<file path="src/rtl/lfps_pkg.sv">
// Shared types and constants for the line follower PD steering core.
// No dependencies; every other file in rtl/ depends on this package.
package lfps_pkg;

  localparam int POS_W   = 13;
  localparam int GAIN_W  = 12;
  localparam int SPEED_W = 14;
  localparam int EDGE_W  = 10;
  localparam int TYPE_W  = 3;
  localparam int ERR_W   = 14;
  localparam int DIFF_W  = 15;
  localparam int PP_W    = 27;
  localparam int PD_W    = 28;
  localparam int SUM_W   = 29;
  localparam int ADJ_W   = SUM_W - 8;
  localparam int VAL_W   = 23;
  localparam int CNT_W   = 16;
  localparam int CFG_W   = 14;
  localparam int IDX_W   = 3;

  localparam int QDEPTH  = 2;
  localparam int QPTR_W  = $clog2(QDEPTH);
  localparam int QCNT_W  = $clog2(QDEPTH + 1);

  localparam logic [TYPE_W-1:0] REQ_SAMPLE  = 3'd0;
  localparam logic [TYPE_W-1:0] REQ_RAMP    = 3'd1;
  localparam logic [TYPE_W-1:0] REQ_CONFIRM = 3'd2;
  localparam logic [TYPE_W-1:0] REQ_RISE    = 3'd3;
  localparam logic [TYPE_W-1:0] REQ_FALL    = 3'd4;

  localparam logic [POS_W-1:0]  CENTER_LO  = 13'd3200;
  localparam logic [POS_W-1:0]  CENTER_HI  = 13'd3800;
  localparam logic [EDGE_W-1:0] EDGE_DARK  = 10'd400;
  localparam logic [CNT_W-1:0]  CNT_MAX    = 16'hFFFF;

  localparam logic [POS_W-1:0]   RST_SETPOINT = 13'd3500;
  localparam logic [GAIN_W-1:0]  RST_KP       = 12'd51;
  localparam logic [GAIN_W-1:0]  RST_KD       = 12'd256;
  localparam logic [SPEED_W-1:0] RST_MAX      = 14'd10000;
  localparam logic [SPEED_W-1:0] RST_MIN      = 14'd0;
  localparam logic [SPEED_W-1:0] RST_START    = 14'd4000;
  localparam logic [SPEED_W-1:0] RST_CRUISE   = 14'd8000;
  localparam logic [SPEED_W-1:0] RST_STEP     = 14'd1000;

  typedef enum logic [IDX_W-1:0] {
    CFG_SETPOINT = 3'd0,
    CFG_KP       = 3'd1,
    CFG_KD       = 3'd2,
    CFG_MAX      = 3'd3,
    CFG_MIN      = 3'd4,
    CFG_START    = 3'd5,
    CFG_CRUISE   = 3'd6,
    CFG_STEP     = 3'd7
  } cfg_reg_t;

  typedef enum logic [2:0] {
    K_SAMPLE,
    K_RAMP,
    K_CONFIRM,
    K_RISE,
    K_FALL,
    K_IGNORE
  } req_kind_t;

  typedef struct packed {
    logic [POS_W-1:0]   line_setpoint;
    logic [GAIN_W-1:0]  prop_gain_q8;
    logic [GAIN_W-1:0]  deriv_gain_q8;
    logic [SPEED_W-1:0] speed_ceiling;
    logic [SPEED_W-1:0] speed_floor;
    logic [SPEED_W-1:0] start_speed;
    logic [SPEED_W-1:0] cruise_speed;
    logic [SPEED_W-1:0] ramp_step;
  } cfg_t;

  typedef struct packed {
    req_kind_t          kind;
    logic [POS_W-1:0]   line_pos;
    logic [EDGE_W-1:0]  left_edge;
    logic [EDGE_W-1:0]  right_edge;
  } item_t;

  typedef struct packed {
    logic  valid;
    item_t item;
  } head_t;

  function automatic logic [SPEED_W-1:0] clamp_speed(
    input logic signed [VAL_W-1:0] v,
    input logic [SPEED_W-1:0]      hi,
    input logic [SPEED_W-1:0]      lo
  );
    logic signed [VAL_W-1:0] hi_ext;
    logic signed [VAL_W-1:0] lo_ext;
    hi_ext = $signed({{(VAL_W-SPEED_W){1'b0}}, hi});
    lo_ext = $signed({{(VAL_W-SPEED_W){1'b0}}, lo});
    if (v >= hi_ext) begin
      return hi;
    end else if (v <= lo_ext) begin
      return lo;
    end else begin
      return v[SPEED_W-1:0];
    end
  endfunction

endpackage

</file>
<file path="src/rtl/lfps_req_if.sv">
// Request channel: valid/ready plus one input item.
// Depends on lfps_pkg for field widths.
interface lfps_req_if;
  logic                         valid;
  logic                         ready;
  logic [lfps_pkg::TYPE_W-1:0]  req_type;
  logic [lfps_pkg::POS_W-1:0]   line_pos;
  logic [lfps_pkg::EDGE_W-1:0]  left_edge_level;
  logic [lfps_pkg::EDGE_W-1:0]  right_edge_level;

  modport source (output valid, req_type, line_pos, left_edge_level, right_edge_level,
                  input ready);
  modport sink   (input valid, req_type, line_pos, left_edge_level, right_edge_level,
                  output ready);
endinterface

</file>
<file path="src/rtl/lfps_res_if.sv">
// Result channel: valid/ready plus wheel speeds and running flag.
// Depends on lfps_pkg for field widths.
interface lfps_res_if;
  logic                          valid;
  logic                          ready;
  logic [lfps_pkg::SPEED_W-1:0]  left_speed;
  logic [lfps_pkg::SPEED_W-1:0]  right_speed;
  logic                          running;

  modport source (output valid, left_speed, right_speed, running, input ready);
  modport sink   (input valid, left_speed, right_speed, running, output ready);
endinterface

</file>
<file path="src/rtl/lfps_cfg.sv">
// Configuration register file, written through a plain write port.
// Depends on lfps_pkg.
module lfps_cfg (
  input  logic                        clk,
  input  logic                        rst,
  input  logic                        cfg_we,
  input  logic [lfps_pkg::IDX_W-1:0]  cfg_index,
  input  logic [lfps_pkg::CFG_W-1:0]  cfg_data,
  output lfps_pkg::cfg_t              cfg
);
  import lfps_pkg::*;

  always_ff @(posedge clk) begin
    if (rst) begin
      cfg.line_setpoint <= RST_SETPOINT;
      cfg.prop_gain_q8  <= RST_KP;
      cfg.deriv_gain_q8 <= RST_KD;
      cfg.speed_ceiling <= RST_MAX;
      cfg.speed_floor   <= RST_MIN;
      cfg.start_speed   <= RST_START;
      cfg.cruise_speed  <= RST_CRUISE;
      cfg.ramp_step     <= RST_STEP;
    end else if (cfg_we) begin
      unique case (cfg_reg_t'(cfg_index))
        CFG_SETPOINT: cfg.line_setpoint <= cfg_data[POS_W-1:0];
        CFG_KP:       cfg.prop_gain_q8  <= cfg_data[GAIN_W-1:0];
        CFG_KD:       cfg.deriv_gain_q8 <= cfg_data[GAIN_W-1:0];
        CFG_MAX:      cfg.speed_ceiling <= cfg_data[SPEED_W-1:0];
        CFG_MIN:      cfg.speed_floor   <= cfg_data[SPEED_W-1:0];
        CFG_START:    cfg.start_speed   <= cfg_data[SPEED_W-1:0];
        CFG_CRUISE:   cfg.cruise_speed  <= cfg_data[SPEED_W-1:0];
        CFG_STEP:     cfg.ramp_step     <= cfg_data[SPEED_W-1:0];
      endcase
    end
  end

endmodule

</file>
<file path="src/rtl/lfps_front.sv">
// Front end: accepts requests, decodes the request type and queues them.
// Depends on lfps_pkg and lfps_req_if.
module lfps_front (
  input  logic            clk,
  input  logic            rst,
  lfps_req_if.sink        req,
  input  logic            pop,
  output lfps_pkg::head_t head
);
  import lfps_pkg::*;

  localparam logic [QPTR_W-1:0] PTR_LAST = QPTR_W'(QDEPTH - 1);
  localparam logic [QCNT_W-1:0] CNT_FULL = QCNT_W'(QDEPTH);

  item_t             q [QDEPTH];
  logic [QPTR_W-1:0] wr_ptr;
  logic [QPTR_W-1:0] rd_ptr;
  logic [QCNT_W-1:0] count;
  item_t             decoded;
  logic              push;
  logic              do_pop;

  always_comb begin
    decoded.line_pos   = req.line_pos;
    decoded.left_edge  = req.left_edge_level;
    decoded.right_edge = req.right_edge_level;
    unique case (req.req_type)
      REQ_SAMPLE:  decoded.kind = K_SAMPLE;
      REQ_RAMP:    decoded.kind = K_RAMP;
      REQ_CONFIRM: decoded.kind = K_CONFIRM;
      REQ_RISE:    decoded.kind = K_RISE;
      REQ_FALL:    decoded.kind = K_FALL;
      default:     decoded.kind = K_IGNORE;
    endcase
  end

  assign req.ready  = (count != CNT_FULL);
  assign push       = req.valid && req.ready;
  assign do_pop     = pop && (count != '0);
  assign head.valid = (count != '0);
  assign head.item  = q[rd_ptr];

  always_ff @(posedge clk) begin
    if (push) begin
      q[wr_ptr] <= decoded;
    end
  end

  always_ff @(posedge clk) begin
    if (rst) begin
      wr_ptr <= '0;
      rd_ptr <= '0;
      count  <= '0;
    end else begin
      if (push) begin
        wr_ptr <= (wr_ptr == PTR_LAST) ? '0 : wr_ptr + 1'b1;
      end
      if (do_pop) begin
        rd_ptr <= (rd_ptr == PTR_LAST) ? '0 : rd_ptr + 1'b1;
      end
      if (push && !do_pop) begin
        count <= count + 1'b1;
      end else if (!push && do_pop) begin
        count <= count - 1'b1;
      end
    end
  end

endmodule

</file>
<file path="src/rtl/lfps_back.sv">
// Back end: executes queued requests (state update and PD products), then
// forms clamped wheel speeds into the result register. Depends on lfps_pkg, lfps_res_if.
module lfps_back (
  input  logic            clk,
  input  logic            rst,
  input  lfps_pkg::cfg_t  cfg,
  input  lfps_pkg::head_t head,
  output logic            pop,
  lfps_res_if.source      res
);
  import lfps_pkg::*;

  // architectural state
  logic signed [ERR_W-1:0] previous_error, previous_error_next;
  logic [SPEED_W-1:0]      base_speed, base_speed_next;
  logic                    ramping, ramping_next;
  logic [POS_W-1:0]        saved_line_pos, saved_line_pos_next;
  logic [EDGE_W-1:0]       saved_left_edge, saved_left_edge_next;
  logic [EDGE_W-1:0]       saved_right_edge, saved_right_edge_next;
  logic                    sample_seen, sample_seen_next;
  logic                    fall_seen, fall_seen_next;
  logic                    armed, armed_next;
  logic [CNT_W-1:0]        test_count, test_count_next;
  logic [CNT_W-1:0]        confirm_count, confirm_count_next;
  logic                    run_flag, run_flag_next;

  // execute -> speed stage
  logic                    p_valid;
  logic                    p_sample, p_sample_next;
  logic                    p_stop, p_stop_next;
  logic                    p_run;
  logic [SPEED_W-1:0]      p_base;
  logic signed [PP_W-1:0]  p_prod_p;
  logic signed [PD_W-1:0]  p_prod_d;

  logic [SPEED_W-1:0]      left_reg, right_reg;
  logic                    run_out;
  logic                    out_valid;

  logic                    advance;
  logic                    go;
  logic signed [ERR_W-1:0]  err;
  logic signed [DIFF_W-1:0] diff;
  logic signed [PP_W-1:0]   prod_p;
  logic signed [PD_W-1:0]   prod_d;
  logic [SPEED_W:0]         ramp_sum;
  logic [CNT_W+3:0]         conf_x10;
  logic [CNT_W+3:0]         test_x9;
  logic                     centered;

  logic signed [SUM_W-1:0]  pd_sum;
  logic signed [ADJ_W-1:0]  adj;
  logic signed [VAL_W-1:0]  base_ext, adj_ext, v_left, v_right;

  assign advance = !out_valid || res.ready;
  assign go      = advance && head.valid;
  assign pop     = go;

  // execute stage
  assign err  = $signed({1'b0, cfg.line_setpoint}) - $signed({1'b0, head.item.line_pos});
  assign diff = $signed({err[ERR_W-1], err})
              - $signed({previous_error[ERR_W-1], previous_error});
  assign prod_p = $signed({1'b0, cfg.prop_gain_q8}) * err;
  assign prod_d = $signed({1'b0, cfg.deriv_gain_q8}) * diff;

  assign ramp_sum = {1'b0, base_speed} + {1'b0, cfg.ramp_step};
  assign conf_x10 = ({4'b0, confirm_count} << 3) + ({4'b0, confirm_count} << 1);
  assign test_x9  = ({4'b0, test_count} << 3) + {4'b0, test_count};
  assign centered = (saved_line_pos > CENTER_LO) && (saved_line_pos < CENTER_HI)
                 && (saved_left_edge < EDGE_DARK) && (saved_right_edge < EDGE_DARK);

  always_comb begin
    previous_error_next   = previous_error;
    base_speed_next       = base_speed;
    ramping_next          = ramping;
    saved_line_pos_next   = saved_line_pos;
    saved_left_edge_next  = saved_left_edge;
    saved_right_edge_next = saved_right_edge;
    sample_seen_next      = sample_seen;
    fall_seen_next        = fall_seen;
    armed_next            = armed;
    test_count_next       = test_count;
    confirm_count_next    = confirm_count;
    run_flag_next         = run_flag;
    p_sample_next         = 1'b0;
    p_stop_next           = 1'b0;
    if (run_flag) begin
      unique case (head.item.kind)
        K_SAMPLE: begin
          saved_line_pos_next   = head.item.line_pos;
          saved_left_edge_next  = head.item.left_edge;
          saved_right_edge_next = head.item.right_edge;
          sample_seen_next      = 1'b1;
          previous_error_next   = err;
          p_sample_next         = 1'b1;
        end
        K_RAMP: begin
          if (ramping) begin
            if (ramp_sum >= {1'b0, cfg.cruise_speed}) begin
              base_speed_next = cfg.cruise_speed;
              ramping_next    = 1'b0;
            end else begin
              base_speed_next = ramp_sum[SPEED_W-1:0];
            end
          end
        end
        K_CONFIRM: begin
          if (armed && sample_seen && (test_count != CNT_MAX)) begin
            if (centered) begin
              confirm_count_next = confirm_count + 1'b1;
            end
            test_count_next = test_count + 1'b1;
          end
        end
        K_RISE: begin
          if (fall_seen && (test_count == '0)) begin
            armed_next = 1'b1;
          end
        end
        K_FALL: begin
          if (fall_seen) begin
            armed_next = 1'b0;
            if ((test_count != '0) && (conf_x10 > test_x9)) begin
              run_flag_next = 1'b0;
              p_stop_next   = 1'b1;
            end
            test_count_next    = '0;
            confirm_count_next = '0;
          end
          fall_seen_next = 1'b1;
        end
        K_IGNORE: begin
        end
        default: begin
        end
      endcase
    end
  end

  always_ff @(posedge clk) begin
    if (rst) begin
      previous_error   <= '0;
      base_speed       <= RST_START;
      ramping          <= 1'b1;
      saved_line_pos   <= '0;
      saved_left_edge  <= '0;
      saved_right_edge <= '0;
      sample_seen      <= 1'b0;
      fall_seen        <= 1'b0;
      armed            <= 1'b0;
      test_count       <= '0;
      confirm_count    <= '0;
      run_flag         <= 1'b1;
      p_valid          <= 1'b0;
      p_sample         <= 1'b0;
      p_stop           <= 1'b0;
    end else if (advance) begin
      p_valid  <= head.valid;
      p_sample <= go && p_sample_next;
      p_stop   <= go && p_stop_next;
      if (go) begin
        previous_error   <= previous_error_next;
        base_speed       <= base_speed_next;
        ramping          <= ramping_next;
        saved_line_pos   <= saved_line_pos_next;
        saved_left_edge  <= saved_left_edge_next;
        saved_right_edge <= saved_right_edge_next;
        sample_seen      <= sample_seen_next;
        fall_seen        <= fall_seen_next;
        armed            <= armed_next;
        test_count       <= test_count_next;
        confirm_count    <= confirm_count_next;
        run_flag         <= run_flag_next;
      end
    end
  end

  always_ff @(posedge clk) begin
    if (go) begin
      p_run    <= run_flag_next;
      p_base   <= base_speed_next;
      p_prod_p <= prod_p;
      p_prod_d <= prod_d;
    end
  end

  // speed stage: floor(sum / 256) is the upper bits of the sum
  assign pd_sum   = $signed({{(SUM_W-PP_W){p_prod_p[PP_W-1]}}, p_prod_p})
                  + $signed({{(SUM_W-PD_W){p_prod_d[PD_W-1]}}, p_prod_d});
  assign adj      = pd_sum[SUM_W-1:8];
  assign base_ext = $signed({{(VAL_W-SPEED_W){1'b0}}, p_base});
  assign adj_ext  = $signed({{(VAL_W-ADJ_W){adj[ADJ_W-1]}}, adj});
  assign v_left   = base_ext - adj_ext;
  assign v_right  = base_ext + adj_ext;

  always_ff @(posedge clk) begin
    if (rst) begin
      out_valid <= 1'b0;
      left_reg  <= '0;
      right_reg <= '0;
      run_out   <= 1'b1;
    end else if (advance) begin
      out_valid <= p_valid;
      if (p_valid) begin
        run_out <= p_run;
        if (p_stop) begin
          left_reg  <= '0;
          right_reg <= '0;
        end else if (p_sample) begin
          left_reg  <= clamp_speed(v_left, cfg.speed_ceiling, cfg.speed_floor);
          right_reg <= clamp_speed(v_right, cfg.speed_ceiling, cfg.speed_floor);
        end
      end
    end
  end

  assign res.valid       = out_valid;
  assign res.left_speed  = left_reg;
  assign res.right_speed = right_reg;
  assign res.running     = run_out;

endmodule

</file>
<file path="src/rtl/line_follow_pd_steering_lap_stop_core.sv">
// Top level of the line follower PD steering core with soft start and lap stop.
// Depends on lfps_pkg, lfps_req_if, lfps_res_if, lfps_cfg, lfps_front, lfps_back.
//
// Usage:
//   req carries one request per transfer: a line sample, a soft-start tick, a
//   confirm tick, or a marker rise or fall. Every request gives exactly one
//   transfer on res: the current left and right wheel speeds and the running
//   flag. Results come back in request order.
//   Registers are written through cfg_we / cfg_index / cfg_data while no
//   request is in flight; they take effect for the next request.
//   An accepted request passes through the decode queue, the execute stage
//   and the speed stage before its result shows on res.
//   Throughput: one request per cycle while res is ready; the execute stage
//   holds both PD multiplies, the speed stage the add, shift and clamp.
//   When res is stalled the result register holds; a two-entry queue
//   between front and back keeps req ready until it fills.
//   Reset (rst, synchronous) loads register defaults, sets base speed to the
//   default start speed, clears counters and empties the pipeline.
//   After an end-of-lap stop every result reads zero speeds, running low.
module line_follow_pd_steering_lap_stop_core (
  input  logic                        clk,
  input  logic                        rst,
  lfps_req_if.sink                    req,
  lfps_res_if.source                  res,
  input  logic                        cfg_we,
  input  logic [lfps_pkg::IDX_W-1:0]  cfg_index,
  input  logic [lfps_pkg::CFG_W-1:0]  cfg_data
);
  import lfps_pkg::*;

  cfg_t  cfg;
  head_t head;
  logic  pop;

  lfps_cfg u_cfg (
    .clk       (clk),
    .rst       (rst),
    .cfg_we    (cfg_we),
    .cfg_index (cfg_index),
    .cfg_data  (cfg_data),
    .cfg       (cfg)
  );

  lfps_front u_front (
    .clk  (clk),
    .rst  (rst),
    .req  (req),
    .pop  (pop),
    .head (head)
  );

  lfps_back u_back (
    .clk  (clk),
    .rst  (rst),
    .cfg  (cfg),
    .head (head),
    .pop  (pop),
    .res  (res)
  );

endmodule

</file>
<file path="src/flat_wrapper.sv">
// flat-port wrapper written by rule: the top's interface ports become plain ports
module line_follow_pd_steering_lap_stop_core_flat import lfps_pkg::*;
  (clk, rst, cfg_we, cfg_index, cfg_data, req_valid, req_req_type, req_line_pos, req_left_edge_level, req_right_edge_level, req_ready, res_valid, res_left_speed, res_right_speed, res_running, res_ready);
  lfps_req_if req_i ();
  lfps_res_if res_i ();
  input  logic clk;
  input  logic rst;
  input  logic cfg_we;
  input  logic [lfps_pkg::IDX_W-1:0] cfg_index;
  input  logic [lfps_pkg::CFG_W-1:0] cfg_data;
  input wire logic [$bits(req_i.valid)-1:0] req_valid;
  input wire logic [$bits(req_i.req_type)-1:0] req_req_type;
  input wire logic [$bits(req_i.line_pos)-1:0] req_line_pos;
  input wire logic [$bits(req_i.left_edge_level)-1:0] req_left_edge_level;
  input wire logic [$bits(req_i.right_edge_level)-1:0] req_right_edge_level;
  output wire logic [$bits(req_i.ready)-1:0] req_ready;
  output wire logic [$bits(res_i.valid)-1:0] res_valid;
  output wire logic [$bits(res_i.left_speed)-1:0] res_left_speed;
  output wire logic [$bits(res_i.right_speed)-1:0] res_right_speed;
  output wire logic [$bits(res_i.running)-1:0] res_running;
  input wire logic [$bits(res_i.ready)-1:0] res_ready;
  assign req_i.valid = req_valid;
  assign req_i.req_type = req_req_type;
  assign req_i.line_pos = req_line_pos;
  assign req_i.left_edge_level = req_left_edge_level;
  assign req_i.right_edge_level = req_right_edge_level;
  assign req_ready = req_i.ready;
  assign res_valid = res_i.valid;
  assign res_left_speed = res_i.left_speed;
  assign res_right_speed = res_i.right_speed;
  assign res_running = res_i.running;
  assign res_i.ready = res_ready;
  line_follow_pd_steering_lap_stop_core u_core (.clk(clk), .rst(rst), .req(req_i), .res(res_i), .cfg_we(cfg_we), .cfg_index(cfg_index), .cfg_data(cfg_data));
endmodule
</file>
<file path="config.mk">
export PLATFORM = sky130hd
export DESIGN_NAME = line_follow_pd_steering_lap_stop_core_flat
export DESIGN_NICKNAME = d
export VERILOG_FILES = /design/src/rtl/lfps_pkg.sv /design/src/rtl/lfps_req_if.sv /design/src/rtl/lfps_res_if.sv /design/src/rtl/lfps_cfg.sv /design/src/rtl/lfps_front.sv /design/src/rtl/lfps_back.sv /design/src/rtl/line_follow_pd_steering_lap_stop_core.sv /design/src/flat_wrapper.sv
export SDC_FILE = /design/constraint.sdc
export NUM_CORES = 2
export LEC_CHECK = 0
export ABC_AREA = 0
export BUFFER_PORTS_ARGS = -buffer_cell sky130_fd_sc_hd__buf_2
export CAP_MARGIN = 15
export CORE_MARGIN = 3
export CORE_UTILIZATION = 60
export DETAILED_ROUTE_END_ITERATION = 12
export PLACE_DENSITY_LB_ADDON = 0.08
export REMOVE_ABC_BUFFERS = 1
export SYNTH_ARGS = -nofsm -noshare
export SYNTH_HDL_FRONTEND = slang
export SYNTH_SLANG_ARGS = --single-unit
export TNS_END_PERCENT = 1
</file>
<file path="constraint.sdc">
create_clock -name clk -period 17.2 [get_ports clk]
set_clock_uncertainty 0.05 [all_clocks]
set_input_delay 3.44 -clock clk [delete_from_list [all_inputs] [get_ports clk]]
set_output_delay 3.44 -clock clk [all_outputs]
set_load 0.01 [all_outputs]
</file>
==> run_results.csv <==
group,metric,value,unit
yosys,synth_mux_area_frac,0.02212,
yosys,synth_enable_flop_cells,126,
yosys,netlist_instances,3670,
setup_path,setup.worst_path.start_class,"flop",
sta,hold_viol_final,0,
cts,clkTransAtPathRegs,0.06,ns
sta,final_max_slew_viol_count,0,
drt,routedWlPerCell,18.04,µm
yosys,synthXorXnorAreaFrac,0.04987,
setup_path,path_buf_inv,6,
global_routing,antenna_found_initial,2,
yosys,yosys_warnings,0,
setup_path,cp.arrival,10.99,ns
cts,clock_path_buffers,3,
placement,gp_congestion,0.9491,
sta,rsz0062_at_grt,"false",
cts,cts_tree,"done",
outcome,outcome,"finished clean",
yosys,synth_ff_type,"dfxtp_1",
cells_and_area,final_common_cell,"inv_1",
setup_path,endpoint_kind,"flop",
sta,period_needed,10.73,ns
floorplan,start_util,0.6128,
cells_and_area,fillers,4483,
cts,postCtsHoldBufs,0,
cells_and_area,fin_util,0.6601,
yosys,yosysTopAreaCell,"fa_1",
yosys,synth_seq_cells,347,
drt,first_pass_iters,5,
placement,hpwl,61690,µm
placement,io_buffers,80,
min_path,hold_class,"flop to flop",
global_routing,grt_first_pass_wirelength,134400,µm
cts,post_cts_buffers,0,
global_routing,grtUsageMet2,0.4806,
cells_and_area,stdcell_count,4471,
sta,setup_viol,0,
global_routing,overflow,0,
cts,clock-sinks,347,
yosys,synthDistinctLibCells,94,
yosys,synth_area,0.03337,mm²
floorplan,design.die.area,0.05847,mm²
drt,vias_per_cell,5.675,
setup_path,slowest_delay,0.68,ns
floorplan,top_level_ports,89,
floorplan,core-area,0.05445,mm²
cells_and_area,area_growth,7.732,%
global_routing,grt_use_total,0.2800,
floorplan,die_height,241.8,µm
floorplan,die_w,241.8,µm
sta,maxSlewHeadroom,0.2435,
global_routing,grt_max_degree,78,
placement,dpl.cell_count,4389,
global_routing,busiest_layer,"met2",
drt,vias,25375,
sta,tns,0,ns
cts,insertion_delay,0.58,ns
drt,route.detailed.drc,0,
yosys,synth_area_per_cell,9.091,µm²
run,maxCapViolCount,0,
cts,htreeDepth,2,
yosys,yosysTopAreaCellShare,0.1986,
setup_path,required,17.45,ns
drt,drtIter0Drc,1475,
min_path,worst_hold_path.num_cells,2,
cells_and_area,final_cell_mix,"inv_1 (548), nand2_1 (493), ha_1 (346), fa_1 (331), dfxtp_1 (221)",
cts,cts_made_buffers,41,
sta,finalCritPeriodShare,0.6240,
global_routing,grt_pass1_vias,26296,
setup_path,rr_worst_depth,41,
global_routing,grt_util_met3,0.03744,
drt,drtAntennaViolNets,0,
setup_path,critical-path-top-delay-family,"compound AO/OA/AOI/OAI gates",
cts,cts_resized,0,
floorplan,rows,85,
global_routing,gr-usage-met1,0.3660,
cells_and_area,nets,4432,
setup_path,critical_path_class,"flop to flop",
yosys,synth_compound_area_frac,0.1218,
setup_path,crit_cells,41,
sta,fmaxAchievable,93.18,MHz
yosys,synth_fa_ha_area_frac,0.3283,
sta,worstMarginPinSlew,1.135,ns
drt,routed_wl,80650,µm
yosys,async_flop_share,0,
yosys,synth_top_family_by_area,"adder cells",
yosys,synthTopCellsByArea,"fa_1 (20%), dfxtp_1 (13%), ha_1 (13%)",
setup_path,crit_slowest_cell,"nor2_1",
cells_and_area,drive_gt1_frac,0.06193,
cts,cts_root_buffer,"clkbuf_16",
yosys,synth_simple_gate_area_frac,0.1545,
yosys,ys_seq_area_frac,0.2460,
setup_path,cp_max_fo,31,
[cells by family after synthesis]
logic type / count (synthesis)
flops: 347
simple gates: 1097
fa+ha+maj: 677
buf+inv: 682
mux: 73
xor+xnor: 190
compound gates: 604
[per-stage QoR]
step | instance area [µm²] | worst slack [ns] | hold slack (ns)
global placement | 34440 | 6.807 | 0.3927
finish | 35950 | 6.468 | 0.4074
CTS | 35880 | 6.636 | 0.4040
detailed placement | 34440 | 6.680 | 0.3944
floorplan | 32850 | 6.801 | 0.3803
global route | 35940 | 5.767 | 0.4294
[worst reg2reg max path: cells and delay by family (launching register included)]
family | cells | cell delay [ns]
AO/OA/AOI/OAI | 18 | 3.48
adder cells (fa/ha/maj) | 8 | 3.26
AND/OR/NAND/NOR | 7 | 1.77
buffers and inverters | 6 | 0.92
multiplexers | 1 | 0.53
flip-flops | 1 | 0.30
XOR/XNOR | 1 | 0.15
[synth_stat cells (14+ instances only)]
master / n
a211oi_1: 40
a21o_1: 45
a21oi_1: 217
a32oi_1: 14
and2_1: 156
and3_1: 14
clkbuf_1: 117
dfxtp_1: 221
edfxtp_1: 126
fa_1: 331
ha_1: 346
inv_1: 548
mux2i_1: 70
nand2_1: 493
nand2b_1: 28
nand3_1: 44
nand4_1: 33
nor2_1: 174
nor2b_1: 69
nor3_1: 31
o211ai_1: 20
o21a_1: 24
o21ai_0: 77
o21bai_1: 40
o221ai_1: 18
xnor2_1: 127
xor2_1: 63
[flip-flops by register name, indices dropped and copies added (netlist names), 2 cells and up, named ones only]
name / flops
u_core.u_back.confirm_count: 16
u_core.u_back.res.left_speed: 14
u_core.u_back.res.right_speed: 14
u_core.u_back.saved_left_edge: 6
u_core.u_front.q: 56
u_core.u_back.p_base: 14
u_core.u_back.saved_right_edge: 6
u_core.u_front.count: 2
u_core.u_back.p_prod_p: 27
u_core.u_cfg.cfg: 93
u_core.u_back.saved_line_pos: 13
u_core.u_back.base_speed: 14
u_core.u_back.p_prod_d: 28
u_core.u_back.previous_error: 14
u_core.u_back.test_count: 16
[per-layer routing]
metal  wire length [µm]  up-vias
li1                   -    12112
met1              34740    12412
met2              38610      700
met3               4560      151
met4               2747        0
met5                  0        -
[area by class of cell]
class | count | area, µm² | area share
diodes | 2 | 5.005 | 0.0001392
clock buffers | 55 | 1171 | 0.03258
clock inverters | 21 | 272.8 | 0.007588
inverters | 551 | 2068 | 0.05754
multi-input cells | 2641 | 22600 | 0.6288
flip-flops and latches | 347 | 8208 | 0.2283
well taps | 739 | 924.6 | 0.02572
repair buffers | 115 | 693.2 | 0.01928
[worst paths after layout]
check,start,endpoint,slack [ns]
worst max register to register,flop,u_core.u_back.p_prod_d[26]$_DFFE_PP_,6.47
worst min-delay path,u_core.u_back.previous_error[5]$_SDFFE_PP0P_,u_core.u_back.previous_error[5]$_SDFFE_PP0P_,0.41
worst max-delay path,flop,u_core.u_back.p_prod_d[26]$_DFFE_PP_,6.47
worst min register to register,u_core.u_back.previous_error[5]$_SDFFE_PP0P_,u_core.u_back.previous_error[5]$_SDFFE_PP0P_,0.41
Power is left out: the tool's default activity adds up to more than one toggle a clock period on the data nets, which glitch-free logic cannot reach.
